File: src/sof_length_xor_frame_receiver_macros.svh
// Assertion macros for the frame receiver.
`ifndef SOF_LENGTH_XOR_FRAME_RECEIVER_MACROS_SVH
`define SOF_LENGTH_XOR_FRAME_RECEIVER_MACROS_SVH

// Clocked check, off during reset.
`define SOFX_ASSERT(lbl, prop, msg) \
    lbl: assert property (@(posedge i_clk) disable iff (!i_rst_n) prop) else $error(msg);

// Clocked check, also active during reset.
`define SOFX_ASSERT_ALWAYS(lbl, prop, msg) \
    lbl: assert property (@(posedge i_clk) prop) else $error(msg);

`endif

File: src/sofx_pkg.sv
// Shared types and constants of the frame receiver.
`timescale 1ns / 1ps
`default_nettype none
package sofx_pkg;

    localparam int unsigned MAX_PAYLOAD_DEF = 60;

    localparam logic [7:0] START_A = 8'hFD;
    localparam logic [7:0] START_B = 8'hFE;

    localparam int unsigned CFG_IDX_W  = 1;
    localparam int unsigned CFG_DATA_W = 8;

    localparam logic [CFG_IDX_W-1:0] CFG_ALIVE_CODE = 1'd0;
    localparam logic [CFG_IDX_W-1:0] CFG_REPLY_CODE = 1'd1;

    localparam logic [7:0] ALIVE_CODE_RST = 8'h00;
    localparam logic [7:0] REPLY_CODE_RST = 8'h01;

    typedef enum logic [1:0] {
        PH_HUNT = 2'd0,
        PH_LEN  = 2'd1,
        PH_CMD  = 2'd2,
        PH_BODY = 2'd3
    } t_phase;

endpackage
`default_nettype wire

File: src/sof_length_xor_frame_receiver.sv
// Start byte / length / XOR check frame receiver, top level.
`timescale 1ns / 1ps
`default_nettype none
`include "sof_length_xor_frame_receiver_macros.svh"
// Takes one stream byte per cycle and hunts for a 0xFD or 0xFE start byte; a
// frame is start, length, command, payload, then an XOR check of length,
// command and payload. Reception runs at one byte per cycle when not stalled.
// A good frame starts an emit run from the payload store: a keep-alive run is
// 4 bytes, a forwarded run is length + 1 bytes, and while it drains the input
// is stalled (one output byte per cycle while the output side does not stall).
// The store has one write port and one registered read port, which sets the
// drain at one byte per cycle. Bad frames and over-long lengths are dropped
// without output.
module sof_length_xor_frame_receiver #(
    parameter int unsigned MAX_PAYLOAD = sofx_pkg::MAX_PAYLOAD_DEF
) (
    input  wire logic                           i_clk,
    input  wire logic                           i_rst_n,
    input  wire logic                           i_in_valid,
    output logic                                o_in_stall,
    input  wire logic [7:0]                     i_rx_byte,
    output logic                                o_out_valid,
    input  wire logic                           i_out_stall,
    output logic                                o_kind,
    output logic [7:0]                          o_out_byte,
    output logic                                o_last,
    input  wire logic                           i_cfg_we,
    input  wire logic [sofx_pkg::CFG_IDX_W-1:0]  i_cfg_idx,
    input  wire logic [sofx_pkg::CFG_DATA_W-1:0] i_cfg_data
);
    import sofx_pkg::*;

    localparam int unsigned CNT_W = $clog2(MAX_PAYLOAD + 1);
    localparam int unsigned IDX_W = (MAX_PAYLOAD > 1) ? $clog2(MAX_PAYLOAD) : 1;
    localparam int unsigned SEQ_W = (CNT_W > 1) ? CNT_W : 2;

    logic [7:0]       r_alive_code;
    logic [7:0]       r_reply_code;

    t_phase           r_phase, n_phase;
    logic [7:0]       r_start, n_start;
    logic [CNT_W-1:0] r_len, n_len;
    logic [CNT_W-1:0] r_count, n_count;
    logic [7:0]       r_xor, n_xor;
    logic [7:0]       r_cmd, n_cmd;

    logic             r_busy, n_busy;
    logic             r_seq_fwd, n_seq_fwd;
    logic [SEQ_W-1:0] r_seq_idx, n_seq_idx;
    logic [IDX_W-1:0] r_ptr, n_ptr;

    logic [7:0]       r_mem [MAX_PAYLOAD];
    logic [7:0]       r_mem_q;

    logic             r_out_valid, n_out_valid;
    logic             r_kind, n_kind;
    logic [7:0]       r_out_byte, n_out_byte;
    logic             r_last, n_last;

    logic             w_in_acc;
    logic             w_body_data;
    logic             w_frame_end;
    logic             w_good;
    logic             w_wr;
    logic             w_emit;
    logic             w_item_last;
    logic [7:0]       w_item_byte;

    assign o_in_stall = r_busy;
    assign w_in_acc   = i_in_valid && !r_busy;

    assign w_body_data = (r_count < r_len) && (r_count < CNT_W'(MAX_PAYLOAD));
    assign w_frame_end = w_in_acc && (r_phase == PH_BODY) && !w_body_data;
    assign w_good      = w_frame_end && (i_rx_byte == r_xor);
    assign w_wr        = w_in_acc && (r_phase == PH_BODY) && w_body_data;
    assign w_emit      = r_busy && (!r_out_valid || !i_out_stall);

    // configuration
    always_ff @(posedge i_clk) begin
        if (!i_rst_n) begin
            r_alive_code <= ALIVE_CODE_RST;
            r_reply_code <= REPLY_CODE_RST;
        end else if (i_cfg_we) begin
            unique case (i_cfg_idx)
                CFG_ALIVE_CODE: r_alive_code <= i_cfg_data[7:0];
                CFG_REPLY_CODE: r_reply_code <= i_cfg_data[7:0];
            endcase
        end
    end

    // phase next state
    always_comb begin
        n_phase = r_phase;
        if (w_in_acc) begin
            unique case (r_phase)
                PH_HUNT: if (i_rx_byte == START_A || i_rx_byte == START_B) n_phase = PH_LEN;
                PH_LEN:  n_phase = (i_rx_byte > 8'(MAX_PAYLOAD)) ? PH_HUNT : PH_CMD;
                PH_CMD:  n_phase = PH_BODY;
                PH_BODY: if (!w_body_data) n_phase = PH_HUNT;
            endcase
        end
    end

    // frame datapath
    always_comb begin
        n_start = r_start;
        n_len   = r_len;
        n_count = r_count;
        n_xor   = r_xor;
        n_cmd   = r_cmd;
        if (w_in_acc) begin
            unique case (r_phase)
                PH_HUNT: if (i_rx_byte == START_A || i_rx_byte == START_B) n_start = i_rx_byte;
                PH_LEN: begin
                    if (i_rx_byte <= 8'(MAX_PAYLOAD)) begin
                        n_len   = i_rx_byte[CNT_W-1:0];
                        n_xor   = i_rx_byte;
                        n_count = '0;
                    end
                end
                PH_CMD: begin
                    n_cmd   = i_rx_byte;
                    n_xor   = r_xor ^ i_rx_byte;
                    n_count = '0;
                end
                PH_BODY: begin
                    if (w_body_data) begin
                        n_xor   = r_xor ^ i_rx_byte;
                        n_count = r_count + 1'b1;
                    end
                end
            endcase
        end
    end

    // emit sequencer item selection
    always_comb begin
        if (r_seq_fwd) begin
            if (r_seq_idx == '0) begin
                w_item_byte = r_cmd;
                w_item_last = (r_len == '0);
            end else begin
                w_item_byte = r_mem_q;
                w_item_last = (r_seq_idx == SEQ_W'(r_len));
            end
        end else begin
            case (r_seq_idx[1:0])
                2'd0:    w_item_byte = r_start;
                2'd1:    w_item_byte = 8'h00;
                default: w_item_byte = r_reply_code;
            endcase
            w_item_last = (r_seq_idx[1:0] == 2'd3);
        end
    end

    always_comb begin
        n_busy    = r_busy;
        n_seq_fwd = r_seq_fwd;
        n_seq_idx = r_seq_idx;
        n_ptr     = r_ptr;
        if (w_good) begin
            n_busy    = 1'b1;
            n_seq_fwd = (r_cmd != r_alive_code);
            n_seq_idx = '0;
            n_ptr     = '0;
        end else if (w_emit) begin
            if (w_item_last) begin
                n_busy = 1'b0;
            end else begin
                n_seq_idx = r_seq_idx + 1'b1;
                if (r_seq_fwd) n_ptr = r_seq_idx[IDX_W-1:0];
            end
        end
    end

    always_comb begin
        n_out_valid = r_out_valid;
        n_kind      = r_kind;
        n_out_byte  = r_out_byte;
        n_last      = r_last;
        if (w_emit) begin
            n_out_valid = 1'b1;
            n_kind      = !r_seq_fwd;
            n_out_byte  = w_item_byte;
            n_last      = w_item_last;
        end else if (!i_out_stall) begin
            n_out_valid = 1'b0;
        end
    end

    always_ff @(posedge i_clk) begin
        if (!i_rst_n) begin
            r_phase     <= PH_HUNT;
            r_start     <= '0;
            r_len       <= '0;
            r_count     <= '0;
            r_xor       <= '0;
            r_cmd       <= '0;
            r_busy      <= 1'b0;
            r_seq_fwd   <= 1'b0;
            r_seq_idx   <= '0;
            r_ptr       <= '0;
            r_out_valid <= 1'b0;
        end else begin
            r_phase     <= n_phase;
            r_start     <= n_start;
            r_len       <= n_len;
            r_count     <= n_count;
            r_xor       <= n_xor;
            r_cmd       <= n_cmd;
            r_busy      <= n_busy;
            r_seq_fwd   <= n_seq_fwd;
            r_seq_idx   <= n_seq_idx;
            r_ptr       <= n_ptr;
            r_out_valid <= n_out_valid;
        end
    end

    always_ff @(posedge i_clk) begin
        r_kind     <= n_kind;
        r_out_byte <= n_out_byte;
        r_last     <= n_last;
    end

    // payload store: one write port, one registered read port
    always_ff @(posedge i_clk) begin
        if (w_wr) r_mem[r_count[IDX_W-1:0]] <= i_rx_byte;
        r_mem_q <= r_mem[n_ptr];
    end

    assign o_out_valid = r_out_valid;
    assign o_kind      = r_kind;
    assign o_out_byte  = r_out_byte;
    assign o_last      = r_last;

    `SOFX_ASSERT(a_ptr_tracks_seq, r_busy && r_seq_fwd && r_seq_idx != '0 |-> SEQ_W'(r_ptr) == r_seq_idx - 1'b1, "store pointer out of step with emit index")
    `SOFX_ASSERT(a_count_le_len, r_phase == PH_BODY |-> r_count <= r_len, "payload count past frame length")
    `SOFX_ASSERT(a_alive_run_len, r_busy && !r_seq_fwd |-> r_seq_idx <= SEQ_W'(3), "keep-alive reply longer than four bytes")
    `SOFX_ASSERT_ALWAYS(a_reset_idle, !i_rst_n |=> !r_busy && !r_out_valid, "reset left a run pending")

endmodule
`default_nettype wire

File: config.mk
export PLATFORM = sky130hd
export DESIGN_NAME = sof_length_xor_frame_receiver
export DESIGN_NICKNAME = d
export VERILOG_FILES = /design/src/sofx_pkg.sv /design/src/sof_length_xor_frame_receiver.sv
export VERILOG_INCLUDE_DIRS = /design/src /design/src/src
export SDC_FILE = /design/constraint.sdc
export NUM_CORES = 1
export LEC_CHECK = 0
export BUFFER_PORTS_ARGS = -buffer_cell sky130_fd_sc_hd__buf_2
export CORE_MARGIN = 10
export CORE_UTILIZATION = 40
export DETAILED_ROUTE_END_ITERATION = 10
export MAX_ROUTING_LAYER = met4
export PLACE_DENSITY = 0.64
export SLEW_MARGIN = 0
export SYNTH_ARGS = -nofsm -noshare
export SYNTH_HDL_FRONTEND = slang
export SYNTH_SLANG_ARGS = --single-unit
File: constraint.sdc
create_clock -name i_clk -period 7.5 [get_ports i_clk]
set_input_delay 0 -clock i_clk [delete_from_list [all_inputs] [get_ports i_clk]]
set_output_delay 0 -clock i_clk [all_outputs]
set_load 0.1 [all_outputs]
==> results of run 1 <==
## timing repair
action,CTS,global route
hold endpoints to repair,62,0
hold buffers,30,0
buffers inserted,0,0
## report_power, final
group,switching (W),leakage [nW],total (W),internal (W)
Clock,0.00119,0.889,0.00279,0.00160
Combinational,0.0000791,2.99,0.000107,0.0000278
Sequential,0.00000311,5.05,0.00343,0.00342
Total,0.00127,8.92,0.00633,0.00505
## state kept, by name, indices dropped and copies added, names as in the netlist, named ones only
signal / cells
o_out_byte: 8
r_alive_code: 8
r_ptr: 6
o_kind: 1
o_out_valid: 1
r_len: 6
r_xor: 8
o_in_stall: 1
r_phase: 1
r_cmd: 8
r_start: 8
r_seq_idx: 6
r_mem_q: 8
o_last: 1
r_mem: 480
r_count: 6
r_seq_fwd: 1
r_reply_code: 8
## worst paths after layout
path	end	slack, ns	depth (start not counted)
max	r_mem_q[2]$_DFF_P_	1.86	13
min	r_mem[17][2]$_DFFE_PP_	0.04	2
max reg2reg	r_mem_q[2]$_DFF_P_	1.86	13
min reg2reg	r_start[2]$_SDFFE_PN0P_	0.47	1
## cell families (layout without fill, tap and decap cells)
kind of cell             after synthesis  after routing
flip-flops                           567            567
AND/OR/NAND/NOR                      637            637
AO/OA/AOI/OAI                        321            321
XOR/XNOR                              29             29
multiplexers                          82             82
adder cells (fa/ha/maj)                9              9
buffers and inverters                125            208
## final cells by class
cell class,count,area (um2)
fillers,5087,31400
flip-flops and latches,567,16300
multi-input cells,1078,6490
clock buffers,68,1480
well taps,765,957
repair buffers,92,696
clock inverters,36,333
inverters,12,45.0
## synth_stat cells (13+ instances only)
master	n	area [um2]
a21boi_0	32	240
a21oi_1	32	160
a221oi_1	15	131
a31oi_1	39	244
and3_1	23	144
buf_2	37	185
clkbuf_1	57	214
dfxtp_1	77	1540
edfxtp_1	490	14700
mux2i_1	77	771
nand2_1	281	1050
nand3_1	86	430
nor2_1	120	450
nor2b_1	27	169
nor3_1	29	145
o21a_1	13	97.6
o21ai_0	30	150
o221ai_1	40	350
o22ai_1	23	144
or3_1	15	93.8
xnor2_1	17	149
## layout by cell type (no fill, tap or decap), types with 12 or more instances in the layout
cell / count
edfxtp_1: 490
nand2_1: 281
nor2_1: 119
nand3_1: 86
mux2i_1: 77
dfxtp_1: 77
clkbuf_16: 56
o221ai_1: 40
a31oi_1: 39
buf_2: 33
a21oi_1: 32
a21boi_0: 32
o21ai_0: 30
dlygate4sd3_1: 30
nor3_1: 29
buf_4: 28
nor2b_1: 27
o22ai_1: 23
and3_1: 22
xnor2_1: 17
a221oi_1: 15
or3_1: 15
clkinv_1: 15
o21a_1: 13
inv_1: 12
xor2_1: 12
o211ai_1: 12
## worst max-delay path, cell delays in order (launching register included)
cell and delay, ns:
dfxtp_1 0.42, inv_1 0.18, ha_1 0.52, nor4b_4 0.34, nor2b_1 0.64, o311ai_4 0.34
mux2_4 0.66, buf_4 0.76, nand4_1 0.51, o22ai_1 0.35, nor4_1 0.09, a211o_1 0.28
o311ai_1 0.16, o31ai_1 0.15
## layer usage
metal  wire [um]  part of all wire, %
met3        5980                  9.2
met4        1970                  3.0
met5           0                    0
met2       29500                   46
met1       27200                   42
## metrics by stage
step	hold WS [ns]	utilization (%)
after floorplan	0.0989	-
after global placement	0.269	41.8
after detailed placement	0.289	41.8
after CTS	0.0230	45.5
after global routing	0.0486	45.5
final	0.0351	45.5
==> flow_summary.ini, run 1 <==
[synth]
postSynthCellCount = 1770
yosys.area_share.adder_pct = 0.483
synth-xor-area-share_pct = 1.09
synth_cell_types = 70
synth-edff-count = 490
async_reset_ff_share_pct = 0
ys_seq_area_share_pct = 69.8
syn_avg_cell_area_um2 = 13.2
yosys.area_share.simple_pct = 12.4
yosys_most_used_dff = edfxtp_1
synthMuxAreaShare_pct = 3.61
synth_top_family_by_area = simple AND/OR/NAND/NOR gates
synth-compound-area-share_pct = 10.1
synth_nets = 1801
synth_area_um2 = 23300
ys.warnings.count = 0
ys_ff_latch = 567

[setup_path]
startpoint_type = flip-flop
crit_fanout = 71
cp_data_arrival_time_ns = 6.12
crit_type = flip-flop to flip-flop
worstSetupEndpointType = flip-flop
crit_required_ns = 7.98
r2r-start = r_seq_idx[1]$_SDFFE_PP0P_
startpoint = r_seq_idx[1]$_SDFFE_PP0P_

[drt]
post_drt_wl_per_cell_um = 24.7
first_pass_iters = 6
postRouteAntennaNets = 0
drc_errors = 0
vias_per_cell = 5.84
initialDrtViolationCount = 2018
vias = 15300
routed_wl_um = 64700

[clock_network]
clkTransAtPathRegs_ns = 0.06
numCtsBuffers = 56
cts_tree = done
clock-sinks = 567
clock_latency_ns = 0.62
root_buffer = clkbuf_16
clockBufferDepth = 3
cts_resized = 0
htreeDepth = 2

[grt]
grt_pass1_wl_um = 96700
gr-usage-met3_pct = 3.26
globalRouteMet1Util_pct = 26.3
antenna_found_initial = 0
grt.busiest_layer = met2
grt_pass1_vias = 14500
grt_use_met2_pct = 28.9
track_usage_pct = 19.3
grt_start_max_net_pins = 72
grt_overflow = 0

[timing]
finalHoldViolCount = 0
relSlewSlack_pct = 27.0
fin_skew_ns = 0.0179
drv_slew = 0
period_needed_ns = 5.64
fin_crit_sh_pct = 75.2
tightest_slew_ns = 1.09
fmaxAchievable_mhz = 177
finalSetupViolCount = 0
setup_tns_ns = 0
fin_ws_ns = 1.86
rsz0062_at_grt = no

[die]
die_w_um = 261
die_height_um = 261
rows = 88
ios = 34
core_um2 = 57700
die-area_um2 = 68300
start_util_pct = 40.4

[pwr]
powerDensity_nw_per_um2 = 241
ir_drop_v = 0.000164
p_total_w = 0.00633
leakage_nw = 8.92

[placed_design]
dpl.hpwl_um = 40400
detailed_place.area_um2 = 24100
dp_slack_ns = 2.08
io_buffer_count = 33
dp_cells = 2484
place_congestion = 0.929

[finish]
nets = 1838
diodes = 0
finalNonFillerCells = 2618
area_delta_synth_final_pct = 12.7
final_cell_area_um2 = 26200
drive_gt1_share_pct = 8.74

[status]
status = finished clean

[job]
maxCapViolations = 0

[worst_hold_path]
hp-start = i_rx_byte[2]
hold_class = primary input to flip-flop
Power figures use the tool's default switching activity.
==> inputs of run 2 (changes only) <==
--- a/config.mk
+++ b/config.mk
@@ -11,7 +11,7 @@
 export CORE_UTILIZATION = 40
 export DETAILED_ROUTE_END_ITERATION = 10
 export MAX_ROUTING_LAYER = met4
-export PLACE_DENSITY = 0.64
+export PLACE_DENSITY = 0.66
 export SLEW_MARGIN = 0
 export SYNTH_ARGS = -nofsm -noshare
 export SYNTH_HDL_FRONTEND = slang
==> constraint.sdc (replaced) <==
create_clock -name i_clk -period 4.8 [get_ports i_clk]
set_input_delay 0 -clock i_clk [delete_from_list [all_inputs] [get_ports i_clk]]
set_output_delay 0 -clock i_clk [all_outputs]
set_load 0.1 [all_outputs]
==> flow_summary.ini, run 2 (synthesis results as in run 1) <==
[status]
status = finished clean

[drt]
initialDrtViolationCount = 1915
post_drt_wl_per_cell_um = 24.2
postRouteAntennaNets = 0
vias = 15300
vias_per_cell = 5.81
first_pass_iters = 5
routed_wl_um = 63600
drc_errors = 0

[timing]
finalHoldViolCount = 0
finalSetupViolCount = 0
fmaxAchievable_mhz = 223
whs_ns = 0.0902
relSlewSlack_pct = 5.32
fin_ws_ns = 0.313
drv_slew = 0
period_needed_ns = 4.49
tightest_slew_ns = 1.42
setup_tns_ns = 0
rsz0062_at_grt = no
fin_skew_ns = 0.0281
fin_crit_sh_pct = 93.5

[die]
die_w_um = 261
die-area_um2 = 68300
ios = 34
start_util_pct = 40.4
core_um2 = 57700
die_height_um = 261
rows = 88

[placed_design]
io_buffer_count = 33
dp_slack_ns = 0.209
place_congestion = 0.896
dpl.hpwl_um = 39500
detailed_place.area_um2 = 24300

[grt]
track_usage_pct = 19.0
grt_start_max_net_pins = 111
grt_pass1_wl_um = 94900
grt_overflow = 0
antenna_found_initial = 0
grt_pass1_vias = 14700

[clock_network]
cts_tree = done
clkTransAtPathRegs_ns = 0.06
clockBufferDepth = 3
clock-sinks = 567
numCtsBuffers = 56
root_buffer = clkbuf_16
htreeDepth = 2
clock_latency_ns = 0.63

[setup_path]
startpoint_type = flip-flop
critPathBufInv = 3
worstSetupEndpointType = flip-flop
critPathMaxStageDelay_ns = 0.69
rrSetupSlack_ns = 0.31
cp_common_cell = buf_4
cp.depth = 14
r2r-end = r_mem_q[4]$_DFF_P_
r2r-start = r_seq_idx[1]$_SDFFE_PP0P_
crit_fanout = 24
crit_type = flip-flop to flip-flop
crit_required_ns = 5.34
cp_data_arrival_time_ns = 5.03
crit_slowest_cell = a2111oi_0
reg2reg_depth = 14
path_delay_family = compound AO/OA/AOI/OAI gates
path_cells = inv_1 -> ha_2 -> nor4b_4 -> nor2b_1 -> o311ai_4 -> mux2_4 -> nand2_4 -> buf_4 -> o221ai_1 -> o211a_1 -> a2111oi_0 -> buf_4 -> o311ai_1 -> o31ai_1

[worst_hold_path]
hp-start = i_rx_byte[5]
whs_path_depth = 4
holdPathEnd = r_xor[5]$_SDFFE_PN0P_
hold_class = primary input to flip-flop

[pwr]
seqPwrFrac_pct = 55.2
p_total_w = 0.00970
switching_power_w = 0.00197
combPwrFrac_pct = 1.7
pwr-share-clk_pct = 43.1
leakage_nw = 8.96
powerDensity_nw_per_um2 = 368
netSwitchingFraction_pct = 20.3
intPower_w = 0.00773
ir_drop_v = 0.000252

[finish]
nets = 1854
area_delta_synth_final_pct = 13.1
final_cell_area_um2 = 26300
drive_gt1_share_pct = 9.44
largest_register_ffs = 480
layout_commonest_cell = edfxtp_1
final_cell_mix = 490 x edfxtp_1, 281 x nand2_1, 118 x nor2_1

[job]
maxCapViolations = 0
-- run 2: repair_timing --
| action | 4_1_cts | 5_1_grt |
|---|---|---|
| resized for setup | 0 | 6 |
| endpoints found under the hold margin | 41 | 0 |
| buffers inserted | 0 | 0 |
| setup endpoints to repair | 0 | 4 |
| hold buffers | 27 | 0 |
-- run 2: worst max path at each step --
stage / start / end / slack, ns
6_report: r_seq_idx[1]$_SDFFE_PP0P_ / r_mem_q[4]$_DFF_P_ / 0.31
2_1_floorplan: r_seq_idx[0]$_SDFFE_PP0P_ / r_mem_q[2]$_DFF_P_ / 1.07
5_1_grt: o_in_stall$_SDFFE_PN0P_ / r_mem_q[7]$_DFF_P_ / 0.08
3_3_place_gp: r_seq_idx[1]$_SDFFE_PP0P_ / r_mem_q[4]$_DFF_P_ / 0.34
4_1_cts: flip-flop / r_mem_q[7]$_DFF_P_ / 0.13
3_5_place_dp: r_seq_idx[1]$_SDFFE_PP0P_ / r_mem_q[7]$_DFF_P_ / 0.21
-- run 2: layer usage --
layer	share of wire, %	GRT usage (%)	vias to the layer above
li1	-	-	6813
met1	41	24.8	7598
met2	46	28.5	747
met3	10	4.44	122
met4	3.3	6.89	0
met5	0	-	-
-- run 2: power by group through the flow --
stage | clock network (W) | registers [W] | logic [W]
finish | 0.00418 | 0.00536 | 0.000168
global route | 0.00444 | 0.00535 | 0.000180
CTS | 0.00422 | 0.00536 | 0.000169
detailed placement | 0 | 0.00546 | 0.000154
global placement | 0 | 0.00546 | 0.000150
floorplan | 0 | 0.00546 | 0.0000340
-- run 2: per-stage QoR --
stage | utilization [%] | instances
after CTS | 45.6 | 2630
final | 45.7 | 2631
after global placement | 42.2 | 2503
after detailed placement | 42.2 | 2503
after floorplan | - | 1770
after global routing | 45.7 | 2630
-- run 2: cell type report --
type / count / area, um2
tap: 765 / 957
clock inverter: 22 / 228
multi-input combinational: 1078 / 6500
inverter: 12 / 45.0
clock buffer: 78 / 1490
timing repair buffer: 108 / 858
sequential: 567 / 16300
antenna: 1 / 2.50
fill: 5114 / 31300
-- run 2: tightest hold or removal path, cell delays in order --
cell and delay, ns:
buf_2 0.11, buf_4 0.34, nand2_1 0.13, a21boi_0 0.06
